==> config.mk <==
export PLATFORM = sky130hd
export DESIGN_NAME = soft_viterbi_deinterleave_decoder_unit
export DESIGN_NICKNAME = d
export VERILOG_FILES = /design/src/hw/rtl/svd_pkg.sv /design/src/hw/rtl/svd_dp.sv /design/src/hw/rtl/svd_ctrl.sv /design/src/hw/rtl/soft_viterbi_deinterleave_decoder_unit.sv
export VERILOG_INCLUDE_DIRS = /design/src /design/src/hw/rtl
export SDC_FILE = /design/constraint.sdc
export NUM_CORES = 2
export LEC_CHECK = 0
export ABC_AREA = 1
export BUFFER_PORTS_ARGS = -buffer_cell sky130_fd_sc_hd__buf_2
export CAP_MARGIN = 20
export CORE_MARGIN = 2
export CORE_UTILIZATION = 52
export CTS_CLUSTER_DIAMETER = 120
export CTS_CLUSTER_SIZE = 28
export DETAILED_ROUTE_END_ITERATION = 12
export GPL_TIMING_DRIVEN = 1
export PLACE_DENSITY = 0.76
export RECOVER_POWER = 100
export SETUP_SLACK_MARGIN = 0.05
export SKIP_CTS_REPAIR_TIMING = 1
export SLEW_MARGIN = 15
export SYNTH_ARGS = -nofsm -noshare
export SYNTH_HDL_FRONTEND = slang
export SYNTH_SLANG_ARGS = --single-unit
==> constraint.sdc <==
create_clock -name clk -period 10.45 [get_ports clk]
set_input_delay 1.045 -clock clk [delete_from_list [all_inputs] [get_ports clk]]
set_output_delay 1.045 -clock clk [all_outputs]
set_load 0.05 [all_outputs]
==> src/hw/rtl/assert_macros.svh <==
// Assertion macros for the RTL modules; only the controller includes them.
`ifndef ASSERT_MACROS_SVH
`define ASSERT_MACROS_SVH
`ifndef SYNTHESIS
`define ASSERT_CLK(lbl, clk, rst, prop, msg) \
  lbl: assert property (@(posedge clk) disable iff (rst) prop) else $error(msg);
`define ASSERT_NEVER(lbl, clk, rst, expr, msg) \
  lbl: assert property (@(posedge clk) disable iff (rst) !(expr)) else $error(msg);
`else
`define ASSERT_CLK(lbl, clk, rst, prop, msg)
`define ASSERT_NEVER(lbl, clk, rst, expr, msg)
`endif
`endif

==> src/hw/rtl/svd_pkg.sv <==
// Types, constants and tables of the soft Viterbi de-interleaving decoder.
`timescale 1ns / 1ps
package svd_pkg;

  localparam int HISTORY_BITS = 8;
  localparam int EMIT_THRESH  = 8 + HISTORY_BITS;
  localparam int NSTATES      = 8;
  localparam int BLOCK_LEN    = 32;
  localparam int NSTEPS       = BLOCK_LEN / 2;
  localparam int OBUF_DEPTH   = 4;

  localparam logic [31:0] COST_MAX    = 32'h7fff_ffff;
  localparam logic [8:0]  BRANCH_SUM  = 9'd510;
  localparam logic [7:0]  PAD_BYTE    = 8'h80;
  localparam logic [7:0]  LEN_RESET   = 8'd255;

  localparam logic [4:0] PAIR_ORDER [NSTEPS] = '{
    5'h1e, 5'h16, 5'h0e, 5'h06, 5'h1c, 5'h14, 5'h0c, 5'h04,
    5'h1a, 5'h12, 5'h0a, 5'h02, 5'h18, 5'h10, 5'h08, 5'h00
  };

  localparam logic [7:0] EXPECT_TAB [2 * NSTATES] = '{
    8'hff, 8'hff, 8'hff, 8'h00, 8'h00, 8'h00, 8'h00, 8'hff,
    8'h00, 8'h00, 8'h00, 8'hff, 8'hff, 8'hff, 8'hff, 8'h00
  };

  typedef struct packed {
    logic [7:0] soft_byte;
    logic       last_input;
  } svd_in_t;

  typedef struct packed {
    logic [7:0] data_byte;
    logic       last_output;
  } svd_out_t;

  // Controller to datapath commands.
  typedef struct packed {
    logic       accept;
    logic       rd_lo;
    logic       rd_hi;
    logic       acs_init;
    logic       acs_en;
    logic       commit;
    logic       min_en;
    logic       emit;
    logic       finish;
    logic       drain;
    logic [3:0] step;
    logic [2:0] idx;
  } svd_cmd_t;

  // Datapath to controller status.
  typedef struct packed {
    logic finished;
    logic trig;
    logic emit_ok;
    logic more_steps;
    logic has_out;
    logic drain_last;
  } svd_stat_t;

endpackage

==> src/hw/rtl/svd_dp.sv <==
// Datapath: block store, shared add-compare-select unit, min search and result buffer.
`timescale 1ns / 1ps
module svd_dp import svd_pkg::*; (
  input  logic      clk,
  input  logic      rst,
  input  logic      cfg_wen,
  input  logic [7:0] cfg_wdata,
  input  svd_in_t   in_data,
  input  svd_cmd_t  cmd,
  output svd_stat_t stat,
  output svd_out_t  out_data
);

  logic [7:0]  mem [BLOCK_LEN];
  logic [7:0]  rdata;
  logic        pad;
  logic [4:0]  fill;
  logic [5:0]  filled;
  logic        last_r;
  logic [7:0]  s0, s1;
  logic [31:0] pcost [NSTATES];
  logic [15:0] surv  [NSTATES];
  logic [31:0] ncost [NSTATES];
  logic [15:0] nsurv [NSTATES];
  logic [11:0] sym, emitted;
  logic [7:0]  bytes_left, out_len;
  logic        finished;
  logic [2:0]  best;
  logic [31:0] best_cost;
  svd_out_t    obuf [OBUF_DEPTH];
  logic [2:0]  ocnt;
  logic [1:0]  rptr;

  logic [4:0]  pos, raddr;
  logic [4:0]  steps;
  logic [8:0]  bc;
  logic [15:0] hist;
  logic [2:0]  n0, n1;
  logic [31:0] c0, c1;
  logic [11:0] pend;
  logic        pend_lt8;
  logic [15:0] sv;
  logic [3:0]  drop;
  logic [15:0] shifted;
  logic [7:0]  bl_dec;

  assign pos   = PAIR_ORDER[cmd.step];
  assign raddr = cmd.rd_hi ? pos + 5'd1 : pos;
  assign steps = last_r ? 5'((filled + 6'd1) >> 1) : 5'(NSTEPS);

  // Branch metrics for the source state under service.
  assign bc   = 9'(s0 ^ EXPECT_TAB[{cmd.idx, 1'b0}]) + 9'(s1 ^ EXPECT_TAB[{cmd.idx, 1'b1}]);
  assign hist = {surv[cmd.idx][14:0], cmd.idx[0]};
  assign n0   = {cmd.idx[1:0], 1'b0};
  assign n1   = {cmd.idx[1:0], 1'b1};
  assign c0   = pcost[cmd.idx] + 32'(bc);
  assign c1   = pcost[cmd.idx] + 32'(BRANCH_SUM - bc);

  // Pending bits and output byte selection.
  assign pend     = sym - 12'd1 - emitted;
  assign pend_lt8 = $signed(pend) < $signed(12'd8);
  assign sv       = pend_lt8 ? {surv[best][14:0], best[0]} : surv[best];
  always_comb begin
    if (pend_lt8) begin
      drop = 4'd0;
    end else if ($signed(pend) > $signed(12'd16)) begin
      drop = 4'd8;
    end else begin
      drop = 4'(pend - 12'd8);
    end
  end
  assign shifted = sv >> drop;
  assign bl_dec  = bytes_left - 8'd1;

  assign stat.finished   = finished;
  assign stat.trig       = in_data.last_input || (fill == 5'(BLOCK_LEN - 1));
  assign stat.more_steps = (5'(cmd.step) + 5'd1) < steps;
  assign stat.emit_ok    = (ocnt < 3'(OBUF_DEPTH)) && !finished &&
                           (($signed(pend) >= $signed(12'(EMIT_THRESH))) ||
                            (last_r && !stat.more_steps && $signed(pend) > $signed(12'd0)));
  assign stat.has_out    = ocnt != 3'd0;
  assign stat.drain_last = {1'b0, rptr} == ocnt - 3'd1;
  assign out_data        = obuf[rptr];

  always_ff @(posedge clk) begin
    if (cmd.accept && !finished) begin
      mem[fill] <= in_data.soft_byte;
    end
    if (cmd.rd_lo || cmd.rd_hi) begin
      rdata <= mem[raddr];
      pad   <= {1'b0, raddr} >= filled;
    end
    if (cmd.rd_hi) begin
      s0 <= pad ? PAD_BYTE : rdata;
    end
    if (cmd.acs_init) begin
      s1 <= pad ? PAD_BYTE : rdata;
    end
    if (cmd.min_en) begin
      if (cmd.idx == 3'd0 || pcost[cmd.idx] < best_cost) begin
        best      <= cmd.idx;
        best_cost <= pcost[cmd.idx];
      end
    end
    if (cmd.acs_init) begin
      for (int s = 0; s < NSTATES; s++) begin
        ncost[s] <= COST_MAX;
        nsurv[s] <= surv[s];
      end
    end
    if (cmd.acs_en) begin
      if (c0 < ncost[n0]) begin
        ncost[n0] <= c0;
        nsurv[n0] <= hist;
      end
      if (c1 < ncost[n1]) begin
        ncost[n1] <= c1;
        nsurv[n1] <= hist;
      end
    end
    if (cmd.emit) begin
      obuf[ocnt[1:0]] <= '{data_byte: shifted[7:0], last_output: bl_dec == 8'd0};
    end
    if (cmd.finish && last_r && ocnt != 3'd0) begin
      obuf[2'(ocnt - 3'd1)].last_output <= 1'b1;
    end
  end

  always_ff @(posedge clk) begin
    if (rst) begin
      out_len    <= LEN_RESET;
      bytes_left <= LEN_RESET;
      fill       <= '0;
      filled     <= '0;
      last_r     <= 1'b0;
      sym        <= '0;
      emitted    <= '0;
      finished   <= 1'b0;
      ocnt       <= '0;
      rptr       <= '0;
      for (int s = 0; s < NSTATES; s++) begin
        pcost[s] <= (s == 0) ? 32'd0 : COST_MAX;
        surv[s]  <= '0;
      end
    end else begin
      if (cfg_wen) begin
        out_len <= cfg_wdata;
        if (fill == '0 && sym == '0 && emitted == '0 && !finished) begin
          bytes_left <= cfg_wdata;
        end
      end
      if (cmd.accept) begin
        if (!finished) begin
          fill   <= fill + 5'd1;
          filled <= 6'(fill) + 6'd1;
          last_r <= in_data.last_input;
        end
      end
      if (cmd.commit) begin
        for (int s = 0; s < NSTATES; s++) begin
          pcost[s] <= ncost[s];
          surv[s]  <= nsurv[s];
        end
        sym <= sym + 12'd1;
      end
      if (cmd.emit) begin
        surv[best] <= sv;
        bytes_left <= bl_dec;
        if (bl_dec == 8'd0) begin
          finished <= 1'b1;
        end
        emitted <= emitted + 12'd8;
        ocnt    <= ocnt + 3'd1;
      end
      if (cmd.drain) begin
        if (stat.drain_last) begin
          ocnt <= '0;
          rptr <= '0;
        end else begin
          rptr <= rptr + 2'd1;
        end
      end
      // Restart the packet on a final request or at the end of a final block.
      if ((cmd.accept && finished && in_data.last_input) || (cmd.finish && last_r)) begin
        fill       <= '0;
        sym        <= '0;
        emitted    <= '0;
        finished   <= 1'b0;
        bytes_left <= out_len;
        last_r     <= 1'b0;
        for (int s = 0; s < NSTATES; s++) begin
          pcost[s] <= (s == 0) ? 32'd0 : COST_MAX;
          surv[s]  <= '0;
        end
      end
    end
  end

endmodule

==> src/hw/rtl/svd_ctrl.sv <==
// Controller: sequences block reads, trellis steps, byte emission and result drain.
`timescale 1ns / 1ps
`include "assert_macros.svh"
module svd_ctrl import svd_pkg::*; (
  input  logic      clk,
  input  logic      rst,
  input  logic      in_valid,
  output logic      in_ready,
  output logic      out_valid,
  input  logic      out_ready,
  input  svd_stat_t stat,
  output svd_cmd_t  cmd
);

  typedef enum logic [3:0] {
    S_IDLE, S_RD0, S_RD1, S_INIT, S_ACS, S_COMMIT, S_CHK, S_MIN, S_EMIT, S_END, S_DRAIN
  } state_t;

  state_t     state;
  logic [3:0] step;
  logic [2:0] idx;
  logic       in_acc, out_acc;

  assign in_ready  = state == S_IDLE;
  assign out_valid = state == S_DRAIN;
  assign in_acc    = in_valid && in_ready;
  assign out_acc   = out_valid && out_ready;

  always_comb begin
    cmd          = '0;
    cmd.step     = step;
    cmd.idx      = idx;
    cmd.accept   = in_acc;
    cmd.rd_lo    = state == S_RD0;
    cmd.rd_hi    = state == S_RD1;
    cmd.acs_init = state == S_INIT;
    cmd.acs_en   = state == S_ACS;
    cmd.commit   = state == S_COMMIT;
    cmd.min_en   = state == S_MIN;
    cmd.emit     = state == S_EMIT;
    cmd.finish   = state == S_END;
    cmd.drain    = out_acc;
  end

  always_ff @(posedge clk) begin
    if (rst) begin
      state <= S_IDLE;
      step  <= '0;
      idx   <= '0;
    end else begin
      case (state)
        S_IDLE: begin
          if (in_acc && !stat.finished && stat.trig) begin
            step  <= '0;
            state <= S_RD0;
          end
        end
        S_RD0:  state <= S_RD1;
        S_RD1:  state <= S_INIT;
        S_INIT: begin
          idx   <= '0;
          state <= S_ACS;
        end
        S_ACS: begin
          idx <= idx + 3'd1;
          if (idx == 3'(NSTATES - 1)) begin
            state <= S_COMMIT;
          end
        end
        S_COMMIT: state <= S_CHK;
        S_CHK: begin
          idx <= '0;
          if (stat.emit_ok) begin
            state <= S_MIN;
          end else if (stat.more_steps && !stat.finished) begin
            step  <= step + 4'd1;
            state <= S_RD0;
          end else begin
            state <= S_END;
          end
        end
        S_MIN: begin
          idx <= idx + 3'd1;
          if (idx == 3'(NSTATES - 1)) begin
            state <= S_EMIT;
          end
        end
        S_EMIT: state <= S_CHK;
        S_END:  state <= stat.has_out ? S_DRAIN : S_IDLE;
        S_DRAIN: begin
          if (out_acc && stat.drain_last) begin
            state <= S_IDLE;
          end
        end
        default: state <= S_IDLE;
      endcase
    end
  end

  `ASSERT_NEVER(a_no_overlap, clk, rst, in_ready && out_valid, "request taken while draining")
  `ASSERT_CLK(a_idle_holds, clk, rst, (in_acc && (stat.finished || !stat.trig)) |=> in_ready, "ready dropped without block work")
  `ASSERT_CLK(a_drain_has_data, clk, rst, out_valid |-> stat.has_out, "drain with empty buffer")

endmodule

==> src/hw/rtl/soft_viterbi_deinterleave_decoder_unit.sv <==
// Top level of the soft-decision de-interleaving K=4 rate-1/2 Viterbi decoder.
// Soft bytes are taken one per cycle while no block is being decoded. The byte that
// completes a 32-byte block, or carries last_input, starts decoding: each of up to 16
// trellis steps runs two block-store reads, a setup, a pass of the single shared
// add-compare-select unit for each of the eight states, a commit and a check, and each
// decoded byte adds a minimum-cost search over the eight states and an emit, before an
// end state. Up to four decoded bytes then drain one per cycle as out_ready allows; no
// request is taken until the drain finishes.
`timescale 1ns / 1ps
module soft_viterbi_deinterleave_decoder_unit import svd_pkg::*; (
  input  logic       clk,
  input  logic       rst,
  input  logic       cfg_wen,
  input  logic [7:0] cfg_wdata,
  input  logic       in_valid,
  output logic       in_ready,
  input  svd_in_t    in_data,
  output logic       out_valid,
  input  logic       out_ready,
  output svd_out_t   out_data
);

  svd_cmd_t  cmd;
  svd_stat_t stat;

  svd_ctrl u_ctrl (
    .clk       (clk),
    .rst       (rst),
    .in_valid  (in_valid),
    .in_ready  (in_ready),
    .out_valid (out_valid),
    .out_ready (out_ready),
    .stat      (stat),
    .cmd       (cmd)
  );

  svd_dp u_dp (
    .clk       (clk),
    .rst       (rst),
    .cfg_wen   (cfg_wen),
    .cfg_wdata (cfg_wdata),
    .in_data   (in_data),
    .cmd       (cmd),
    .stat      (stat),
    .out_data  (out_data)
  );

endmodule
# ---- Word level (Yosys, flattened, before mapping)
# Memories as Yosys holds them, arrays and structs flattened. A register that Yosys moved wholly into a read port is not among the register bits.
# Cells that the tools add are included.
dict set report word_totals {
  reg_bits 121
  latchBits 0
  mem_bits_rw 1060
  rom_bits 336
  input_bits 22
  output_inout_bits 11
  n_memories 9
}
dict set report classes {
  add_sub_neg 20
  multipliers 0
  div_mod_pow 0
  n_lt_le_gt_ge 13
  eq_ne 19
  shifts 1
  n_mux 118
  n_bitwise 38
  reduce_logical 51
}
# name words word_bits read_ports rd_ports_with_merged_regs write_ports line_no
set memory_table {}
lappend memory_table {u_dp.mem 32 8 1 1 1 svd_dp.sv:14} ;# logic [7:0] mem [BLOCK_LEN];
lappend memory_table {u_dp.ncost 8 32 10 2 8 svd_dp.sv:23} ;# logic [31:0] ncost [NSTATES];
lappend memory_table {u_dp.pcost 8 32 1 1 8 svd_dp.sv:21} ;# logic [31:0] pcost [NSTATES];
lappend memory_table {{(name not given)} 16 8 1 0 0 svd_dp.sv:52} ;# assign bc = 9'(s0 ^ EXPECT_TAB[{cmd.idx, 1'b0}]) + 9'(s1 ^ EXPECT_TAB[{cmd.idx, 1'b1}]);
lappend memory_table {{(name not given)} 16 8 1 0 0 svd_dp.sv:52}
lappend memory_table {u_dp.nsurv 8 16 8 0 8 svd_dp.sv:24} ;# logic [15:0] nsurv [NSTATES];
lappend memory_table {{3 more memories} -- -- -- -- -- --}
# operator n
set ops {}
lappend ops {{32-bit two-way mux} 18}
lappend ops {{16-bit two-way mux} 20}
lappend ops {{32-bit < comparator} 3}
lappend ops {{8-bit two-way mux} 9}
lappend ops {{32-bit OR reduction} 2}
lappend ops {{3-bit two-way mux} 17}
lappend ops {{4-bit two-way mux} 12}
lappend ops {{16-bit OR reduction} 3}
lappend ops {{4-bit case mux with 10 select lines} 1}
lappend ops {{32-bit adder} 1}
lappend ops {{32-bit by 9-bit adder with 32-bit output} 1}
lappend ops {{1-bit OR} 32}
lappend ops {{1-bit two-way mux} 29}
lappend ops {{12-bit zero test} 2}
lappend ops {{5-bit two-way mux} 4}
lappend ops {{1-bit logical AND} 17}
lappend ops {{4-bit by 3-bit equality test with 1-bit output, second input constant} 4}
lappend ops {{16-bit by 4-bit right shift with 8-bit output} 1}
lappend ops {{8-bit XOR} 2}
lappend ops {{5-bit greater-or-equal comparator, second input constant} 3}
lappend ops {{4-bit inverter with 5-bit output} 3}
lappend ops {{12-bit by 1-bit adder with 12-bit output, second input constant} 1}
lappend ops {{12-bit by 4-bit adder with 12-bit output, second input constant} 1}
lappend ops {{4-bit equality test, second input constant} 3}
lappend ops {{45 further kinds} 71}

# ---- Logic depth before layout (Yosys ltp)
dict set report logic_depth {
  depth_word 14
  mapped_depth 44
}

# ---- Cells and area by module
# From an unflattened synthesis, not the netlist that was laid out.
dict set report hier_totals {
  cells_unflattened 6638
  hier_area_um2 60372.9
}
# mod n_inst cells_each area_per_inst_um2 seq_area_each_um2
set modules_own_cells {}
lappend modules_own_cells {svd_dp 1 6512 59578.4 33512.1}
lappend modules_own_cells {svd_ctrl 1 126 794.5 220.2}

# ---- Least setup slack after synthesis
# No wires, ideal clock.
dict set report synth_timing {
  path_kind {register to register}
  from {register u_ctrl.idx[0]}
  to {memory u_dp.ncost[1][0], enable pin}
  setup_time_ns 0.407
  arrival_ns 7.459
  t_required_ns 10.043
  setup_slack_ns 2.584
  stages_incl_launch_ff 36
  n_path_buf 2
  path_cell_list {dfxtp_1 > clkinv_1 > ha_1 > xor2_1 > xnor2_1 > ha_1 > fa_1 > nand2_1 > nor2_1 > nand3_1 > nor2_4 > nand3_4 > buf_6 > xor2_1 > ha_1 > nand2_1 > nor3_1 > nand2_1 > nand2_1 > nand2_1 > o21ai_2 > nand2_1 > nand2_1 > xor2_1 > inv_1 > ha_1 > nand4_1 > a31oi_1 > a2111oi_0 > o31ai_1 > nand2_1 > nand2_1 > nor2_1 > inv_1 > clkbuf_1 > nand2_1}
}
# item line_no
set synth_rtl {}
lappend synth_rtl {{start: declaration} svd_ctrl.sv:21} ;# logic [2:0] idx;
lappend synth_rtl {{start signal: assignment} svd_ctrl.sv:65} ;# idx <= idx + 3'd1;
lappend synth_rtl {{start signal: assignment} svd_ctrl.sv:83} ;# idx <= idx + 3'd1;
lappend synth_rtl {{end: declaration} svd_dp.sv:23}

==> impl_metrics.yaml <==
run_status:
  status: "complete, but fails checks"
  violations: "capacitance limit, slew limit"
detailed_routing:
  viasPerCell: 6.12
  dr.pass1.iters: 7
  wl_per_cell_um: 22.2
  vias: 47700
  wirelength_um: 173000
  drc: 0
  drtIter0Drc: 6394
  drtAntennaViolNets: 0
logic_synthesis:
  synth_compound_area_share_pct: 14.9
  synth_simple_gate_area_share_pct: 18.1
  synth_top_area_share_pct: 50.0
  syn_area_per_cell_um2: 9.24
  yosys_warnings: 0
  muxShareOfSynthArea_pct: 0
  synth-seq-cells: 1194
  ys_top_cells_by_area: "edfxtp_1 (50%), nand2_1 (8.3%), o21ai_0 (7.4%)"
  synth_adder_area_share_pct: 3.46
  ys_types: 62
  synth_xor_area_share_pct: 1.06
  postSynth.asyncResetShare_pct: 0
  syn_area_um2: 59500
  synth_edf_count: 992
  netlist_instances: 6448
  synth_ff_type: "edfxtp_1"
  netlist.top_cell.by_area: "edfxtp_1"
  seq_area_frac_synth_pct: 56.8
  syn_nets: 6633
  synth_top_family_by_area: "simple AND/OR/NAND/NOR gates"
layout:
  area_growth_syn_to_layout_pct: 4.29
  layout_common_cells: "nand2_1 (1,308), edfxtp_1 (992), o21ai_0 (893), nor2_1 (743), inv_1 (472)"
  fill_cells: 9987
  final_common_cell: "nand2_1"
  layout.nets: 6432
  drive_gt1_share_pct: 5.27
global_routing:
  grt_max_degree: 179
  grt_pass1_wl_um: 264000
  grt-ovfl-total: 0
  grt_pass1_vias: 45500
  grt_usage_pct: 29.0
  antenna_found_initial: 1
hold_path:
  hold_path.class: "reg -> reg"
clock_tree:
  htreeDepth: 2
  cts_buffer_depth: 3
  path_clk_slew_ps: 100
  cts-root-buf: "clkbuf_16"
  cts_inserted_buffers: 49
  numClockSinks: 1194
  worstSkewPairLatency_ps: 730
  cts_tree: "built"
floorplan:
  row_count: 124
  start_util_pct: 52.2
  fp.dieW_um: 342
  pin_count: 33
  die-area_um2: 117000
  core-area_um2: 114000
  die_h_um: 342
sta:
  timing.final.hold_violations: 0
  finalSetupTns_ps: 0
  fmax_mhz: 103
  setup_slack_ps: 744
  worst_pin_slew_ps: 4720
  finClkSkew_ps: 67.3
  setup_viol: 0
  fin_crit_ps: 9710
  fin_crit_sh_pct: 92.9
  rsz0062_at_grt: "no"
  maxSlewHeadroom_pct: -214
  finalMaxSlewViolations: 823
power:
  pwr_density_cell_nw_per_um2: 190
  ir_drop_uv: 150
  p_leak_nw: 21.8
placement:
  port_buffers: 32
  gp_congestion: 0.979
  dpl_worst_slack_ps: 1420
  place_hpwl_um: 109000
worst_setup_path:
  crit_type: "reg -> reg"
  slowest_delay_ps: 2110
  slowest_stage: "clkbuf_1"
  critPathCaptureType: "flop"
  cp.arrival_ps: 10020
  critPathLaunchType: "flop"
  crit_top_cell: "inv_1"
  worstPathRequired_ps: 10760
  critPathMaxFanout: 55
flow_run:
  drv_cap: 15
-- per-stage QoR --
stage	hold WS, ps	area [µm²]	power, W	std cells	utilization [%]
floorplan	436	59500	0.00822	6448	-
global placement	449	60800	0.00933	7707	53.3
detailed placement	449	60900	0.00942	7708	53.4
CTS	466	62300	0.0118	7797	54.6
global route	484	62100	0.0124	7797	54.5
finish	468	62100	0.0118	7798	54.5
-- cell usage after synthesis, drive strengths merged (14+ instances only) --
cell type     n
a21oi       261
a22oi        62
a31oi        22
buf          70
clkbuf      275
clkinv       14
dfxtp       202
edfxtp      992
ha          160
inv         506
nand2      1343
nand3       275
nand4        50
nor2        775
nor3         25
o211ai       20
o21a         24
o21ai       957
o221ai       63
o22ai       142
or2          78
xnor2        27
xor2         40
-- worst max-delay path, delay by kind of cell (launching register included) --
kind,cells,cell delay [ps]
buffers and inverters,9,3540
and+or+nand+nor,8,2150
AOI/OAI and AO/OA,6,1610
DFF,1,1130
xor gates and xnor gates,1,420
adders and majority gates,1,320
-- routing by layer --
layer | vias up | track usage, % | wire [µm] | part of all wire (%)
met1 | 22700 | 38.4 | 67700 | 39
met5 | - | 0 | 13 | 0.0075
li1 | 21800 | - | - | -
met3 | 475 | 4.28 | 17100 | 9.9
met2 | 2743 | 47.3 | 80500 | 46
met4 | 2 | 13.0 | 8000 | 4.6
-- logic make-up (layout without fill, tap and decap cells) --
family	after synthesis	after routing
AND/OR/NAND/NOR	2575	2575
AO/OA/AOI/OAI	1584	1584
flip-flops	1194	1194
buffers and inverters	865	702
adder cells (fa/ha/maj)	163	163
XOR/XNOR	67	67
other	0	1
-- report_power, final --
part | switching, W | leakage, nW | total (W) | internal, W
clock | 0.00149 | 0.695 | 0.00242 | 0.000926
sequential | 0.000142 | 9.87 | 0.00568 | 0.00554
combinational | 0.00275 | 11.3 | 0.00373 | 0.000977
total | 0.00438 | 21.8 | 0.0118 | 0.00744
-- area by class of cell --
class                   count  area (µm²)  area share [%]
diodes                      1        2.50         0.00403
clock buffers              83        1380            2.21
clock inverters             6        85.1           0.137
inverters                 520        1960            3.16
multi-input cells        4389       22400            36.1
flip-flops and latches   1194       33800            54.5
well taps                1512        1890            3.05
repair buffers             93         542           0.872
-- worst paths after layout --
path,from,cells past startpoint,end,slack (ps)
setup reg to reg,flop,25,u_dp.ncost[2][12]$_SDFFCE_PN1P_,740
hold reg to reg,u_dp.out_len[0]$_SDFFE_PP1P_,2,u_dp.out_len[0]$_SDFFE_PP1P_,470
setup / recovery,flop,25,u_dp.ncost[2][12]$_SDFFCE_PN1P_,740
hold / removal,u_dp.out_len[0]$_SDFFE_PP1P_,2,u_dp.out_len[0]$_SDFFE_PP1P_,470
-- state kept, by name, indices dropped and copies added, names as in the netlist, 2 cells and up, named ones only --
name,count
u_dp.mem,256
u_dp.ncost,256
u_dp.pcost,256
u_dp.nsurv,128
u_dp.surv,128
u_dp.obuf,36
u_dp.best_cost,32
u_dp.sym,12
u_dp.emitted,9
u_dp.bytes_left,8
u_dp.out_len,8
u_dp.rdata,8
u_dp.s0,8
u_dp.s1,8
u_dp.filled,6
u_dp.fill,5
u_ctrl.state,4
u_ctrl.step,4
u_ctrl.idx,3
u_dp.best,3
u_dp.ocnt,3
u_dp.rptr,2
No activity file was read; power rests on OpenSTA's default activity.
